<file path="src/design/uite_pkg.sv">
`default_nettype none
// ----------------------------------------------------------------------------
// uite_pkg
// shared types, codes and helpers of the uart interrupt transfer engine
// ----------------------------------------------------------------------------
package uite_pkg;

  localparam int COUNT_BITS_DEF = 16;
  localparam int POS_W          = 16;
  localparam int BYTE_W         = 9;
  localparam int IN_DATA_W      = 56;
  localparam int OUT_DATA_W     = 72;
  localparam int CFG_ADDR_W     = 3;
  localparam int CFG_DATA_W     = 32;

  localparam logic [2:0] MODE_START_TX = 3'd0;
  localparam logic [2:0] MODE_START_RX = 3'd1;
  localparam logic [2:0] MODE_EVENT    = 3'd2;
  localparam logic [2:0] MODE_KILL_TX  = 3'd3;
  localparam logic [2:0] MODE_KILL_RX  = 3'd4;
  localparam logic [2:0] MODE_CLEAR    = 3'd5;

  localparam logic [1:0] REPLY_OK      = 2'd0;
  localparam logic [1:0] REPLY_BUSY    = 2'd1;
  localparam logic [1:0] REPLY_INVALID = 2'd2;

  localparam logic [1:0] TXS_IDLE     = 2'd0;
  localparam logic [1:0] TXS_ONGOING  = 2'd1;
  localparam logic [1:0] TXS_COMPLETE = 2'd2;
  localparam logic [1:0] RXS_IDLE     = 2'd0;
  localparam logic [1:0] RXS_ONGOING  = 2'd1;
  localparam logic [1:0] RXS_COMPLETE = 2'd2;
  localparam logic [1:0] RXS_ABORTED  = 2'd3;

  // enable bit positions
  localparam int EN_TE     = 0;
  localparam int EN_RE     = 1;
  localparam int EN_TXEIE  = 2;
  localparam int EN_TCIE   = 3;
  localparam int EN_RXNEIE = 4;
  localparam int EN_IDLEIE = 5;

  // status snapshot bit positions
  localparam int ST_IDLE = 4;
  localparam int ST_RXNE = 5;
  localparam int ST_TC   = 6;
  localparam int ST_TXE  = 7;

  localparam int FL_IDLE_ABORT = 4;

  localparam logic [CFG_ADDR_W-1:0] ADDR_WAKE_ENABLE = 3'd0;

  typedef enum logic [2:0] {
    TX_IDLE   = 3'b001,
    TX_ACTIVE = 3'b010,
    TX_DONE   = 3'b100
  } tx_phase_t;

  typedef enum logic [3:0] {
    RX_IDLE   = 4'b0001,
    RX_ACTIVE = 4'b0010,
    RX_DONE   = 4'b0100,
    RX_ABORT  = 4'b1000
  } rx_phase_t;

  typedef struct packed {
    logic [4:0]        clear_mask;
    logic [BYTE_W-1:0] rx_byte;
    logic [BYTE_W-1:0] tx_byte;
    logic [15:0]       length;
    logic [7:0]        status_flags;
    logic [2:0]        mode;
  } item_t;

  typedef struct packed {
    logic              wake;
    logic [4:0]        runtime_flags;
    logic [5:0]        control_bits;
    logic [1:0]        rx_status;
    logic [1:0]        tx_status;
    logic [POS_W-1:0]  next_tx_offset;
    logic [POS_W-1:0]  rx_store_offset;
    logic [BYTE_W-1:0] rx_store_data;
    logic              rx_store;
    logic [BYTE_W-1:0] dr_write_data;
    logic              dr_write;
    logic [1:0]        reply;
  } result_t;

  typedef struct packed {
    tx_phase_t        tx_phase;
    rx_phase_t        rx_phase;
    logic [POS_W-1:0] tx_pos;
    logic [POS_W-1:0] rx_pos;
    logic [5:0]       enables;
    logic [4:0]       sticky;
  } ctl_state_t;

  function automatic logic [1:0] tx_code(input tx_phase_t ph);
    logic [1:0] c;
    unique case (ph)
      TX_IDLE:   c = TXS_IDLE;
      TX_ACTIVE: c = TXS_ONGOING;
      TX_DONE:   c = TXS_COMPLETE;
      default:   c = TXS_IDLE;
    endcase
    return c;
  endfunction

  function automatic logic [1:0] rx_code(input rx_phase_t ph);
    logic [1:0] c;
    unique case (ph)
      RX_IDLE:   c = RXS_IDLE;
      RX_ACTIVE: c = RXS_ONGOING;
      RX_DONE:   c = RXS_COMPLETE;
      RX_ABORT:  c = RXS_ABORTED;
      default:   c = RXS_IDLE;
    endcase
    return c;
  endfunction

endpackage
`default_nettype wire

</file>
<file path="src/design/uart_interrupt_transfer_engine.sv">
`default_nettype none
// a word accepted into the input register has its result registered in the
// result register once the word advances; a result not taken holds it back
// throughput: one word per cycle, limited by the input and result registers,
// while results are taken; the transfer state is updated in the same cycle
// the result is registered; reset (synchronous, active low) clears both stages,
// all transfer state and the wake enable
// ----------------------------------------------------------------------------
// uart_interrupt_transfer_engine
// counted uart transmit/receive controller driven by interrupt snapshots
// ----------------------------------------------------------------------------
module uart_interrupt_transfer_engine #(
  parameter int COUNT_BITS = uite_pkg::COUNT_BITS_DEF
) (
  input  wire logic                            clk,
  input  wire logic                            rst_n,
  input  wire logic                            in_tvalid,
  output logic                                 in_tready,
  // mode[2:0] status_flags[10:3] length[26:11] tx_byte[35:27] rx_byte[44:36]
  // clear_mask[49:45], zero fill above
  input  wire logic [uite_pkg::IN_DATA_W-1:0]  in_tdata,
  output logic                                 out_tvalid,
  input  wire logic                            out_tready,
  // reply[1:0] dr_write[2] dr_write_data[11:3] rx_store[12] rx_store_data[21:13]
  // rx_store_offset[37:22] next_tx_offset[53:38] tx_status[55:54]
  // rx_status[57:56] control_bits[63:58] runtime_flags[68:64] wake[69]
  output logic      [uite_pkg::OUT_DATA_W-1:0] out_tdata,
  input  wire logic                            cfg_psel,
  input  wire logic                            cfg_penable,
  input  wire logic                            cfg_pwrite,
  input  wire logic [uite_pkg::CFG_ADDR_W-1:0] cfg_paddr,
  input  wire logic [uite_pkg::CFG_DATA_W-1:0] cfg_pwdata,
  output logic      [uite_pkg::CFG_DATA_W-1:0] cfg_prdata,
  output logic                                 cfg_pready
);
  import uite_pkg::*;

  logic                  wake_enable;
  item_t                 item_r;
  logic                  item_v_r;
  result_t               res_r;
  result_t               res_nxt;
  logic                  res_v_r;
  ctl_state_t            st_r;
  ctl_state_t            st_nxt;
  logic [COUNT_BITS-1:0] tx_left_r;
  logic [COUNT_BITS-1:0] tx_left_nxt;
  logic [COUNT_BITS-1:0] rx_left_r;
  logic [COUNT_BITS-1:0] rx_left_nxt;
  logic                  advance;

  uite_cfg u_cfg (
    .clk         (clk),
    .rst_n       (rst_n),
    .cfg_psel    (cfg_psel),
    .cfg_penable (cfg_penable),
    .cfg_pwrite  (cfg_pwrite),
    .cfg_paddr   (cfg_paddr),
    .cfg_pwdata  (cfg_pwdata),
    .cfg_prdata  (cfg_prdata),
    .cfg_pready  (cfg_pready),
    .wake_enable (wake_enable)
  );

  uite_step #(
    .COUNT_BITS (COUNT_BITS)
  ) u_step (
    .item        (item_r),
    .cur         (st_r),
    .tx_left     (tx_left_r),
    .rx_left     (rx_left_r),
    .wake_enable (wake_enable),
    .nxt         (st_nxt),
    .tx_left_nxt (tx_left_nxt),
    .rx_left_nxt (rx_left_nxt),
    .res         (res_nxt)
  );

  assign advance    = item_v_r && (!res_v_r || out_tready);
  assign in_tready  = !item_v_r || advance;
  assign out_tvalid = res_v_r;
  assign out_tdata  = {2'b00, res_r};

  always_ff @(posedge clk) begin
    if (!rst_n) begin
      item_v_r <= 1'b0;
    end else if (in_tready) begin
      item_v_r <= in_tvalid;
    end
  end

  always_ff @(posedge clk) begin
    if (in_tready && in_tvalid) begin
      item_r <= item_t'(in_tdata[$bits(item_t)-1:0]);
    end
  end

  always_ff @(posedge clk) begin
    if (!rst_n) begin
      res_v_r   <= 1'b0;
      st_r      <= '{tx_phase: TX_IDLE, rx_phase: RX_IDLE, tx_pos: '0, rx_pos: '0,
                     enables: '0, sticky: '0};
      tx_left_r <= '0;
      rx_left_r <= '0;
    end else if (advance) begin
      res_v_r   <= 1'b1;
      st_r      <= st_nxt;
      tx_left_r <= tx_left_nxt;
      rx_left_r <= rx_left_nxt;
    end else if (out_tready) begin
      res_v_r <= 1'b0;
    end
  end

  always_ff @(posedge clk) begin
    if (advance) begin
      res_r <= res_nxt;
    end
  end

endmodule
`default_nettype wire

</file>
<file path="src/design/uite_cfg.sv">
`default_nettype none
// ----------------------------------------------------------------------------
// uite_cfg
// apb-style register port holding the wake enable
// ----------------------------------------------------------------------------
module uite_cfg (
  input  wire logic                            clk,
  input  wire logic                            rst_n,
  input  wire logic                            cfg_psel,
  input  wire logic                            cfg_penable,
  input  wire logic                            cfg_pwrite,
  input  wire logic [uite_pkg::CFG_ADDR_W-1:0] cfg_paddr,
  input  wire logic [uite_pkg::CFG_DATA_W-1:0] cfg_pwdata,
  output logic      [uite_pkg::CFG_DATA_W-1:0] cfg_prdata,
  output logic                                 cfg_pready,
  output logic                                 wake_enable
);
  import uite_pkg::*;

  logic wake_enable_r;
  logic hit;

  // word-aligned register decode
  assign hit        = (cfg_paddr[CFG_ADDR_W-1:2] == ADDR_WAKE_ENABLE[CFG_ADDR_W-1:2]);
  assign cfg_pready = 1'b1;
  assign wake_enable = wake_enable_r;

  always_ff @(posedge clk) begin
    if (!rst_n) begin
      wake_enable_r <= 1'b0;
    end else if (cfg_psel && cfg_penable && cfg_pwrite && hit) begin
      wake_enable_r <= cfg_pwdata[0];
    end
  end

  always_comb begin
    cfg_prdata = '0;
    if (hit) begin
      cfg_prdata[0] = wake_enable_r;
    end
  end

endmodule
`default_nettype wire

</file>
<file path="src/design/uite_step.sv">
`default_nettype none
// ----------------------------------------------------------------------------
// uite_step
// next-state and result logic for one transfer control word
// ----------------------------------------------------------------------------
module uite_step #(
  parameter int COUNT_BITS = uite_pkg::COUNT_BITS_DEF
) (
  input  wire uite_pkg::item_t      item,
  input  wire uite_pkg::ctl_state_t cur,
  input  wire logic [COUNT_BITS-1:0] tx_left,
  input  wire logic [COUNT_BITS-1:0] rx_left,
  input  wire logic                 wake_enable,
  output uite_pkg::ctl_state_t      nxt,
  output logic [COUNT_BITS-1:0]     tx_left_nxt,
  output logic [COUNT_BITS-1:0]     rx_left_nxt,
  output uite_pkg::result_t         res
);
  import uite_pkg::*;

  localparam logic [32:0] CNT_MAX = (33'd1 << COUNT_BITS) - 33'd1;

  logic [COUNT_BITS-1:0] len_sat;
  logic [5:0]            cr;

  always_comb begin
    if ({17'd0, item.length} > CNT_MAX) begin
      len_sat = CNT_MAX[COUNT_BITS-1:0];
    end else begin
      len_sat = COUNT_BITS'(item.length);
    end
  end

  assign cr = cur.enables;

  always_comb begin
    nxt         = cur;
    tx_left_nxt = tx_left;
    rx_left_nxt = rx_left;
    res         = '0;
    unique case (item.mode)
      MODE_START_TX: begin
        if (item.length == 16'd0) begin
          res.reply = REPLY_INVALID;
        end else if (!item.status_flags[ST_TC]) begin
          res.reply = REPLY_BUSY;
        end else begin
          nxt.enables[EN_TE]    = 1'b1;
          nxt.enables[EN_TXEIE] = 1'b1;
          nxt.tx_pos            = POS_W'(1);
          tx_left_nxt           = len_sat - COUNT_BITS'(1);
          nxt.tx_phase          = TX_ACTIVE;
          res.dr_write          = 1'b1;
          res.dr_write_data     = item.tx_byte;
        end
      end
      MODE_START_RX: begin
        if (item.length == 16'd0) begin
          res.reply = REPLY_INVALID;
        end else if (item.status_flags[ST_RXNE]) begin
          res.reply = REPLY_BUSY;
        end else begin
          nxt.enables[EN_RXNEIE] = 1'b1;
          nxt.enables[EN_RE]     = 1'b1;
          nxt.rx_pos             = '0;
          rx_left_nxt            = len_sat;
          nxt.rx_phase           = RX_ACTIVE;
        end
      end
      MODE_EVENT: begin
        if (item.status_flags[ST_TXE] && cr[EN_TXEIE] && nxt.tx_phase == TX_ACTIVE) begin
          if (tx_left_nxt != '0) begin
            nxt.enables[EN_TCIE] = 1'b0;
            res.dr_write         = 1'b1;
            res.dr_write_data    = item.tx_byte;
            nxt.tx_pos           = nxt.tx_pos + POS_W'(1);
            tx_left_nxt          = tx_left_nxt - COUNT_BITS'(1);
          end else begin
            nxt.enables[EN_TXEIE] = 1'b0;
            nxt.enables[EN_TCIE]  = 1'b1;
            nxt.tx_phase          = TX_DONE;
          end
        end
        if (item.status_flags[ST_TC] && cr[EN_TCIE] && nxt.tx_phase == TX_DONE) begin
          nxt.enables[EN_TCIE]  = 1'b0;
          nxt.enables[EN_TXEIE] = 1'b0;
          nxt.enables[EN_TE]    = 1'b0;
        end
        if (item.status_flags[ST_RXNE] && cr[EN_RXNEIE] && nxt.rx_phase == RX_ACTIVE) begin
          nxt.enables[EN_IDLEIE] = 1'b1;
          res.rx_store           = 1'b1;
          res.rx_store_data      = item.rx_byte;
          res.rx_store_offset    = nxt.rx_pos;
          nxt.rx_pos             = nxt.rx_pos + POS_W'(1);
          rx_left_nxt            = rx_left_nxt - COUNT_BITS'(1);
          if (rx_left_nxt == '0) begin
            nxt.enables[EN_RE]     = 1'b0;
            nxt.enables[EN_IDLEIE] = 1'b0;
            nxt.rx_phase           = RX_DONE;
          end
        end
        if (item.status_flags[ST_IDLE] && cr[EN_IDLEIE] && nxt.rx_phase == RX_ACTIVE) begin
          nxt.enables[EN_RE]        = 1'b0;
          nxt.enables[EN_IDLEIE]    = 1'b0;
          nxt.rx_phase              = RX_ABORT;
          nxt.sticky[FL_IDLE_ABORT] = 1'b1;
        end
        nxt.sticky[3:0] = nxt.sticky[3:0] | item.status_flags[3:0];
        res.wake        = wake_enable;
      end
      MODE_KILL_TX: begin
        nxt.enables[EN_TCIE]  = 1'b0;
        nxt.enables[EN_TXEIE] = 1'b0;
        nxt.tx_phase          = TX_IDLE;
        tx_left_nxt           = '0;
        nxt.tx_pos            = '0;
      end
      MODE_KILL_RX: begin
        nxt.rx_phase = RX_IDLE;
        rx_left_nxt  = '0;
        nxt.rx_pos   = '0;
      end
      MODE_CLEAR: begin
        nxt.sticky = nxt.sticky & ~item.clear_mask;
      end
      default: begin
      end
    endcase
    res.next_tx_offset = nxt.tx_pos;
    res.tx_status      = tx_code(nxt.tx_phase);
    res.rx_status      = rx_code(nxt.rx_phase);
    res.control_bits   = nxt.enables;
    res.runtime_flags  = nxt.sticky;
  end

endmodule
`default_nettype wire

</file>
<file path="config.mk">
export PLATFORM = sky130hd
export DESIGN_NAME = uart_interrupt_transfer_engine
export DESIGN_NICKNAME = d
export VERILOG_FILES = /design/src/design/uite_pkg.sv /design/src/design/uart_interrupt_transfer_engine.sv /design/src/design/uite_cfg.sv /design/src/design/uite_step.sv
export SDC_FILE = /design/constraint.sdc
export NUM_CORES = 1
export LEC_CHECK = 0
export BUFFER_PORTS_ARGS = -buffer_cell sky130_fd_sc_hd__buf_4
export CORE_ASPECT_RATIO = 1.1
export CORE_MARGIN = 1
export CORE_UTILIZATION = 40
export CTS_CLUSTER_SIZE = 40
export DETAILED_ROUTE_END_ITERATION = 7
export HOLD_SLACK_MARGIN = 0.02
export PLACE_DENSITY = 0.6
export SYNTH_ARGS = -nofsm -noshare
export SYNTH_HDL_FRONTEND = slang
export SYNTH_SLANG_ARGS = --single-unit
</file>
<file path="constraint.sdc">
create_clock -name clk -period 10.41 [get_ports clk]
set_clock_uncertainty 0.15 [all_clocks]
set_input_delay 0.5205 -clock clk [delete_from_list [all_inputs] [get_ports clk]]
set_output_delay 0.5205 -clock clk [all_outputs]
set_load 0.05 [all_outputs]
</file>
# After elaboration in Yosys (flattened, before gate mapping)
# Index checks and enable logic that the tools add are counted.
[totals]
word_cells = 159
ff_bits = 205
[classes]
add_sub_neg = 5
bitwise_logic = 4
eq_ne = 21
mux = 73
reduce_logical = 27
[op_table]
columns = ["operator", "count"]
rows = [
  ["16-bit 2-to-1 mux", 13],
  ["16-bit one-hot mux with 3 select lines", 4],
  ["16-bit by 1-bit subtractor with 16-bit output (second input constant)", 3],
  ["10-bit 2-to-1 mux", 4],
  ["16-bit by 1-bit adder with 16-bit output (second input constant)", 2],
  ["16-bit zero test", 2],
  ["1-bit 2-to-1 mux", 25],
  ["4-bit 2-to-1 mux", 6],
  ["10-bit one-hot mux with 2 select lines", 1],
  ["17-bit 2-to-1 mux", 1],
  ["16-bit nonzero test", 1],
  ["3-bit 2-to-1 mux", 5],
  ["1-bit logical AND", 13],
  ["3-bit by 2-bit equality test with 1-bit output (second input constant)", 4],
  ["3-bit equality test (second input constant)", 4],
  ["4-bit by 2-bit equality test with 1-bit output (second input constant)", 3],
  ["4-bit one-hot mux with 3 select lines", 1],
  ["5-bit one-hot mux with 2 select lines", 1],
  ["3-bit one-hot mux with 3 select lines", 1],
  ["2-bit 2-to-1 mux", 4],
  ["2-bit != test (second input constant)", 4],
  ["2-bit one-hot mux with 2 select lines", 2],
  ["2-bit by 1-bit != test with 1-bit output (second input constant)", 3],
  ["1-bit one-hot mux with 2 select lines", 3],
  ["17 further kinds", 20],
]

# Depth between registers and ports, before layout
# Gate-level depths: netlist of run 1.
[depth]
depth_word = 11
mapped_depth = 13

# Modules after synthesis
# A second synthesis of run 1 with hierarchy kept.
[hier_totals]
hier_cells = 1157
area_unflattened_um2 = 11064.4
[modules_own_cells]
columns = ["module", "instances", "cells_each", "seq_area_each_um2", "area_per_inst_um2"]
rows = [
  ["uart_interrupt_transfer_engine", 1, 488, 5285.1, 7001.7],
  ["uite_step", 1, 629, 0.0, 3747.3],
  ["uite_cfg", 1, 40, 20.0, 315.3],
]

# Worst setup path after synthesis of run 1
# No wires, ideal clock.
[synth_path]
kind = "register to register"
start = "register res_v_r (netlist: out_tvalid)"
end = "register res_r, in the netlist out_tdata[0] (enable)"
period_less_slack_ns = 3.923
path_stages_with_launch = 6
t_arrival_ns = 3.311
slack_ns = 6.487
cell_sequence = "dfxtp_1 -> nor2b_1 -> nand2b_1 -> inv_1 -> clkbuf_1 -> buf_1"
[synth_between]
elab_chain_cells = 3
[synth_lines]
columns = ["item", "line", "source"]
rows = [
  ["start, declared", "uart_interrupt_transfer_engine.sv:43", "logic res_v_r;"],
  ["start signal, assigned", "uart_interrupt_transfer_engine.sv:100", "res_v_r <= 1'b0;"],
  ["start signal, assigned", "uart_interrupt_transfer_engine.sv:106", "res_v_r <= 1'b1;"],
  ["start signal, assigned", "uart_interrupt_transfer_engine.sv:111", "res_v_r <= 1'b0;"],
  ["1-bit zero test", "uart_interrupt_transfer_engine.sv:79", "assign advance = item_v_r && (!res_v_r || out_tready);"],
  ["1-bit logical OR", "uart_interrupt_transfer_engine.sv:79", ""],
  ["1-bit logical AND", "uart_interrupt_transfer_engine.sv:79", ""],
  ["net advance", "uart_interrupt_transfer_engine.sv:50", "logic advance;"],
  ["end signal, assigned", "uart_interrupt_transfer_engine.sv:117", "res_r <= res_nxt;"],
  ["end, declared", "uart_interrupt_transfer_engine.sv:41", "result_t res_r;"],
]
# The timed path passes the listed nets, and every way through them passes these cells.
# A chain may end at the register's enable or synchronous reset.

# Worst setup path in the final report of run 1
[layout_path]
start = "register item_r[1] in the netlist's numbering"
end = "register tx_left_r[12]"
[layout_between]
elab_chain_cells = 3
elab_cells_between_ends = 10
cone_classes = "eq/ne: 6; mux: 1; reduce/logical: 3"
[layout_lines]
columns = ["item", "line", "source"]
rows = [
  ["start, declared", "uart_interrupt_transfer_engine.sv:39", "item_t item_r;"],
  ["start signal, assigned", "uart_interrupt_transfer_engine.sv:94", "item_r <= item_t'(in_tdata[$bits(item_t)-1:0]);"],
  ["3-bit by 2-bit equality test with 1-bit output or 3-bit zero test (tied branches)", "uite_step.sv:41", "unique case (item.mode)"],
  ["2-bit by 1-bit != test with 1-bit output (no line), or another cell as far along", "-", ""],
  ["6-bit AND reduction (no line)", "-", ""],
  ["end signal, assigned", "uart_interrupt_transfer_engine.sv:108", "tx_left_r <= tx_left_nxt;"],
  ["end, declared", "uart_interrupt_transfer_engine.sv:46", "logic [COUNT_BITS-1:0] tx_left_r;"],
]
# Several ways; a longest one is shown, not always the timed one.

==> results.sh, run 1 <==
export IMPL_synth_top_flop_cell="edfxtp_1"
export IMPL_tns_ns=0
export IMPL_max_clock_path_buffers=3
export IMPL_wl_met2_mm=11.0
export IMPL_synth_xor_area_share_pct=2.84
export IMPL_first_iter_violations=547
export IMPL_synth_distinct_cells=74
export IMPL_wl_met1_mm=10.0
export IMPL_clk_latency_ns=0.51
export IMPL_criticalPathCategory="flip-flop to flip-flop"
export IMPL_synth_edf_count=120
export IMPL_path_clk_slew_ns=0.06
export IMPL_highest_layer="met4"
export IMPL_startpoint_type="flip-flop"
export IMPL_avgSynthCellArea_um2=9.97
export IMPL_cts_resized=0
export IMPL_fp_dieH_um=164
export IMPL_mostFrequentLayoutCells="buf_4, edfxtp_1, nor2_1"
export IMPL_grt_pass1_wl_mm=36.0
export IMPL_cap_violations=0
export IMPL_gp_congestion=0.818
export IMPL_post_place_ws_ns=6.60
export IMPL_rows=59
export IMPL_grt_antenna_before_repair=0
export IMPL_regArea_um2=5310
export IMPL_grt_max_degree=66
export IMPL_htree_levels=1
export IMPL_status="finished, final reports clean"
export IMPL_final_common_cell="buf_4"
export IMPL_ir_worst_vdd_mv=0.103
export IMPL_crit_fanout=54
export IMPL_fin_crit_sh_pct=36.9
export IMPL_slew_violations=0
export IMPL_yosysSeqAreaShare_pct=55.4
export IMPL_root_buffer="clkbuf_16"
export IMPL_finalWorstSetupSlack_ns=6.57
export IMPL_synthMuxAreaShare_pct=1.06
export IMPL_vias=7558
export IMPL_drc=0
export IMPL_die_w_um=149
export IMPL_multi_input_area_um2=3880
export IMPL_min_path_type="input pin to flip-flop"
export IMPL_wl_per_cell_um=16.1
export IMPL_dp_hpwl_mm=15.0
export IMPL_area_growth_pct=22.2
export IMPL_layout_nets=1199
export IMPL_powerDensity_nw_per_um2=168
export IMPL_diodes=0
export IMPL_drive_above_1_share_pct=18.1
export IMPL_portBuffers=131
export IMPL_rsz0062_at_grt="no"
export IMPL_cts_tree="yes"
export IMPL_pin_count=205
export IMPL_ctsHoldBuffers=26
export IMPL_worst_pin_slew_ns=0.955
export IMPL_synth_cells=960
export IMPL_coreArea_um2=23500
export IMPL_cts_sinks=205
export IMPL_postCtsSetupBuffers=0
export IMPL_avgViaCountPerCell=5.33
export IMPL_cts_buffers=23
export IMPL_fill_cells=2214
export IMPL_die_area_um2=24500
export IMPL_p_leak_nw=4.40
export IMPL_cp_end_kind="flip-flop"
export IMPL_slew_headroom_pct=36.3
export IMPL_wirelength_mm=22.8
export IMPL_drt_first_pass_iters=5
export IMPL_postRouteAntennaNets=0
export IMPL_grt_usage_pct=18.4
export IMPL_required_ns=10.61
export IMPL_grt_pass1_vias=6946
export IMPL_synthesis_area_um2=9570
export IMPL_grt_overflow=0
export IMPL_synth_seq_cells=205
export IMPL_start_util_pct=40.6
export IMPL_synth_top_family_by_area="simple AND/OR/NAND/NOR gates"
export IMPL_final_setup_viol_count=0
export IMPL_synth_compound_area_share_pct=15.6
export IMPL_yosys_warnings=0
export IMPL_fin_crit_ns=3.84
export IMPL_synthAdderAreaFrac_pct=0.654
export IMPL_synthSimpleGateAreaFrac_pct=18.9
export IMPL_hold_viol_final=0
export IMPL_wl_met3_mm=1.33
export IMPL_arrival_ns=4.04
export IMPL_fmax_ghz=0.260
export IMPL_async_reset_ff_share_pct=0
power breakdown:
| part | total (mW) | switching, mW | leakage (nW) | internal, mW |
|---|---|---|---|---|
| clock network | 0.815 | 0.328 | 0.369 | 0.487 |
| registers | 0.914 | 0.0234 | 1.82 | 0.890 |
| logic | 0.233 | 0.161 | 2.21 | 0.0726 |
| total | 1.96 | 0.512 | 4.40 | 1.45 |
cell usage after synthesis, drive strengths merged, types with 12 or more instances:
master	count	area share [%]
nand4	18	1.2
clkbuf	40	1.6
nand3	14	0.73
buf	48	3.3
a21oi	90	4.8
edfxtp	120	38
nor2	106	4.2
and2	17	1.1
nor3	43	2.2
o21ai	58	3.0
and3	36	2.4
inv	12	0.47
dfxtp	85	18
nand2	90	3.6
xor2	24	2.2
worst max-delay path: stages (launching register included):
cell and delay (ns):
edfxtp_1 0.76, nor3b_4 0.73, buf_4 0.69, mux2_2 0.43, and4bb_2 0.28, nand2_1 0.15, nor2_1 0.07, xor2_1 0.15
o22ai_1 0.15, o22ai_1 0.09
per-stage QoR:
step,instances,util (%),instance area (um^2),total power [mW],hold slack (ns)
global placement,1349,45.3,10700,1.15,0.297
CTS,1417,49.6,11700,1.98,0.0202
finish,1418,49.7,11700,1.96,0.0377
floorplan,992,-,9690,1.10,0.282
global route,1418,49.7,11700,2.04,0.0210
detailed placement,1349,45.3,10700,1.16,0.297
layer usage:
layer | GRT usage (%) | vias up
met5 | 0 | -
met4 | 5.38 | 0
met3 | 2.67 | 31
met2 | 31.7 | 227
met1 | 23.9 | 3575
li1 | - | 3725
logic make-up (layout without fill, tap and decap cells):
group | count (synthesis) | in the layout
AND/OR/NAND/NOR | 370 | 370
buffers and inverters | 101 | 222
other | 2 | 34
XOR/XNOR | 31 | 31
flip-flops | 205 | 205
AO/OA/AOI/OAI | 237 | 237
multiplexers | 9 | 9
adder cells (fa/ha/maj) | 5 | 5
layout make-up:
cell class	instances	share of cell area, %
sequential	205	45.3
multi-input combinational	686	33.2
timing repair buffer	167	11.3
clock buffer	26	5.10
tap	305	3.26
clock inverter	16	1.39
inverter	13	0.428
flip-flops by register name, summed over array words and instances (netlist names):
| signal | count |
|---|---|
| item_v_r | 1 |
| st_r | 50 |
| out_tdata | 70 |
| u_cfg.wake_enable | 1 |
| out_tvalid | 1 |
| tx_left_r | 16 |
| rx_left_r | 16 |
| item_r | 50 |
worst paths after layout:
path	startpoint	end	slack, ns	cells past startpoint
hold reg to reg	st_r[0]$_SDFFE_PN0P_	st_r[0]$_SDFFE_PN0P_	0.31	2
setup reg to reg	item_r[1]$_DFFE_PP_	tx_left_r[12]$_SDFFE_PN0P_	6.57	9
setup / recovery	item_r[1]$_DFFE_PP_	tx_left_r[12]$_SDFFE_PN0P_	6.57	9
hold / removal	in_tdata[45]	item_r[45]$_DFFE_PP_	0.04	1
(Power assumes the default switching activity.)
==> run 2, diff against run 1 <==
==> constraint.sdc (replaced) <==
create_clock -name clk -period 3.6 [get_ports clk]
set_clock_uncertainty 0.15 [all_clocks]
set_input_delay 0.18 -clock clk [delete_from_list [all_inputs] [get_ports clk]]
set_output_delay 0.18 -clock clk [all_outputs]
set_load 0.05 [all_outputs]
==> results.sh, run 2 (synthesized netlist as in run 1, its figures left out) <==
export IMPL_cts_resized=0
export IMPL_grt_pass1_vias=7152
export IMPL_slowest_stage="or2_1"
export IMPL_rows=59
export IMPL_swShare_pct=24.9
export IMPL_finalHoldWorstSlack_ns=0.239
export IMPL_dp_hpwl_mm=15.9
export IMPL_max_stage_delay_ns=0.68
export IMPL_start_util_pct=40.6
export IMPL_avgViaCountPerCell=5.34
export IMPL_gp_congestion=0.829
export IMPL_combinationalPowerShare_pct=12.6
export IMPL_cap_violations=0
export IMPL_die_w_um=149
export IMPL_cts_tree="yes"
export IMPL_slew_headroom_pct=42.0
export IMPL_mostFrequentLayoutCells="buf_4, edfxtp_1, nor2_1"
export IMPL_final_common_cell="buf_4"
export IMPL_multi_input_area_um2=3880
export IMPL_slew_violations=0
export IMPL_finalWorstSetupSlack_ns=0.405
export IMPL_cp_end_kind="flip-flop"
export IMPL_postRouteAntennaNets=0
export IMPL_post_place_ws_ns=0.400
export IMPL_grt_max_degree=46
export IMPL_min_path_type="input pin to flip-flop"
export IMPL_pin_count=205
export IMPL_clkPwrFrac_pct=42.1
export IMPL_regArea_um2=5310
export IMPL_layout_nets=1244
export IMPL_grt_pass1_wl_mm=37.3
export IMPL_tns_ns=0
export IMPL_p_sw_mw=1.44
export IMPL_fill_cells=2122
export IMPL_area_growth_pct=27.0
export IMPL_ir_worst_vdd_mv=0.349
export IMPL_fmax_ghz=0.313
export IMPL_ctsHoldBuffers=56
export IMPL_grt_overflow=0
export IMPL_worst_pin_slew_ns=0.870
export IMPL_root_buffer="clkbuf_16"
export IMPL_die_area_um2=24500
export IMPL_largest_reg_flops=70
export IMPL_first_iter_violations=478
export IMPL_critPathTopFamily="simple AND/OR/NAND/NOR gates"
export IMPL_hold_viol_final=0
export IMPL_critPathMostFrequentCell="and2_1"
export IMPL_hold_path_depth=2
export IMPL_p_int_mw=4.36
export IMPL_postCtsSetupBuffers=0
export IMPL_path_buf_inv=0
export IMPL_cp_depth=8
export IMPL_required_ns=3.83
export IMPL_powerDensity_nw_per_um2=477
export IMPL_drc=0
export IMPL_clk_latency_ns=0.51
export IMPL_crit_fanout=24
export IMPL_fp_dieH_um=164
export IMPL_vias=7804
export IMPL_dp_cells=1365
export IMPL_wl_per_cell_um=16.2
export IMPL_portBuffers=131
export IMPL_max_clock_path_buffers=3
export IMPL_fin_cells=1462
export IMPL_rsz0062_at_grt="no"
export IMPL_fin_crit_sh_pct=88.8
export IMPL_seqPwrFrac_pct=45.3
export IMPL_cts_sinks=205
export IMPL_diodes=0
export IMPL_path_clk_slew_ns=0.06
export IMPL_fin_crit_ns=3.20
export IMPL_coreArea_um2=23500
export IMPL_rr_worst_depth=8
export IMPL_drive_above_1_share_pct=18.4
export IMPL_arrival_ns=3.42
export IMPL_grt_antenna_before_repair=0
export IMPL_grt_usage_pct=19.1
export IMPL_status="finished, final reports clean"
export IMPL_p_leak_nw=4.61
export IMPL_final_setup_viol_count=0
export IMPL_cts_buffers=23
export IMPL_wirelength_mm=23.6
export IMPL_criticalPathCategory="flip-flop to flip-flop"
export IMPL_drt_first_pass_iters=7
export IMPL_worstPathCellList="nor4_1, and2_1, a2111oi_2, and2_1, or2_1, o21ai_0, a22oi_1, nor2_1"
export IMPL_startpoint_type="flip-flop"
export IMPL_htree_levels=1
==> run 2: area by class of cell <==
cell class	instances	area share, %
flip-flops and latches	205	43.7
multi-input cells	686	31.9
repair buffers	212	14.4
clock buffers	35	5.44
well taps	305	3.14
clock inverters	6	1.06
inverters	13	0.412
==> run 2: final timing paths <==
path / startpoint / end / slack (ns)
worst max-delay path: item_r[11]$_DFFE_PP_ / tx_left_r[3]$_SDFFE_PN0P_ / 0.40
worst min-delay path: in_tdata[12] / item_r[12]$_DFFE_PP_ / 0.24
worst max register to register: item_r[11]$_DFFE_PP_ / tx_left_r[3]$_SDFFE_PN0P_ / 0.40
worst min register to register: st_r[1]$_SDFFE_PN0P_ / st_r[1]$_SDFFE_PN0P_ / 0.31
==> run 2: power groups by stage <==
stage | clock network [mW] | registers [mW] | logic (mW)
floorplan | 0 | 2.79 | 0.375
global placement | 0 | 2.68 | 0.676
detailed placement | 0 | 2.68 | 0.678
CTS | 2.49 | 2.63 | 0.729
global route | 2.59 | 2.64 | 0.787
finish | 2.44 | 2.63 | 0.731
==> run 2: through the flow <==
step | utilization (%) | area (um^2) | power, mW
finish | 51.6 | 12200 | 5.80
global route | 51.6 | 12200 | 6.02
CTS | 51.6 | 12200 | 5.85
detailed placement | 45.9 | 10800 | 3.36
global placement | 45.9 | 10800 | 3.35
floorplan | - | 9700 | 3.17
==> run 2: layer usage <==
metal | up-vias | part of all wire [%] | track usage (%)
li1 | 3814 | - | -
met3 | 31 | 5.1 | 2.56
met4 | 0 | 2.0 | 5.52
met2 | 223 | 49 | 32.7
met1 | 3736 | 44 | 25.2
met5 | - | 0 | 0
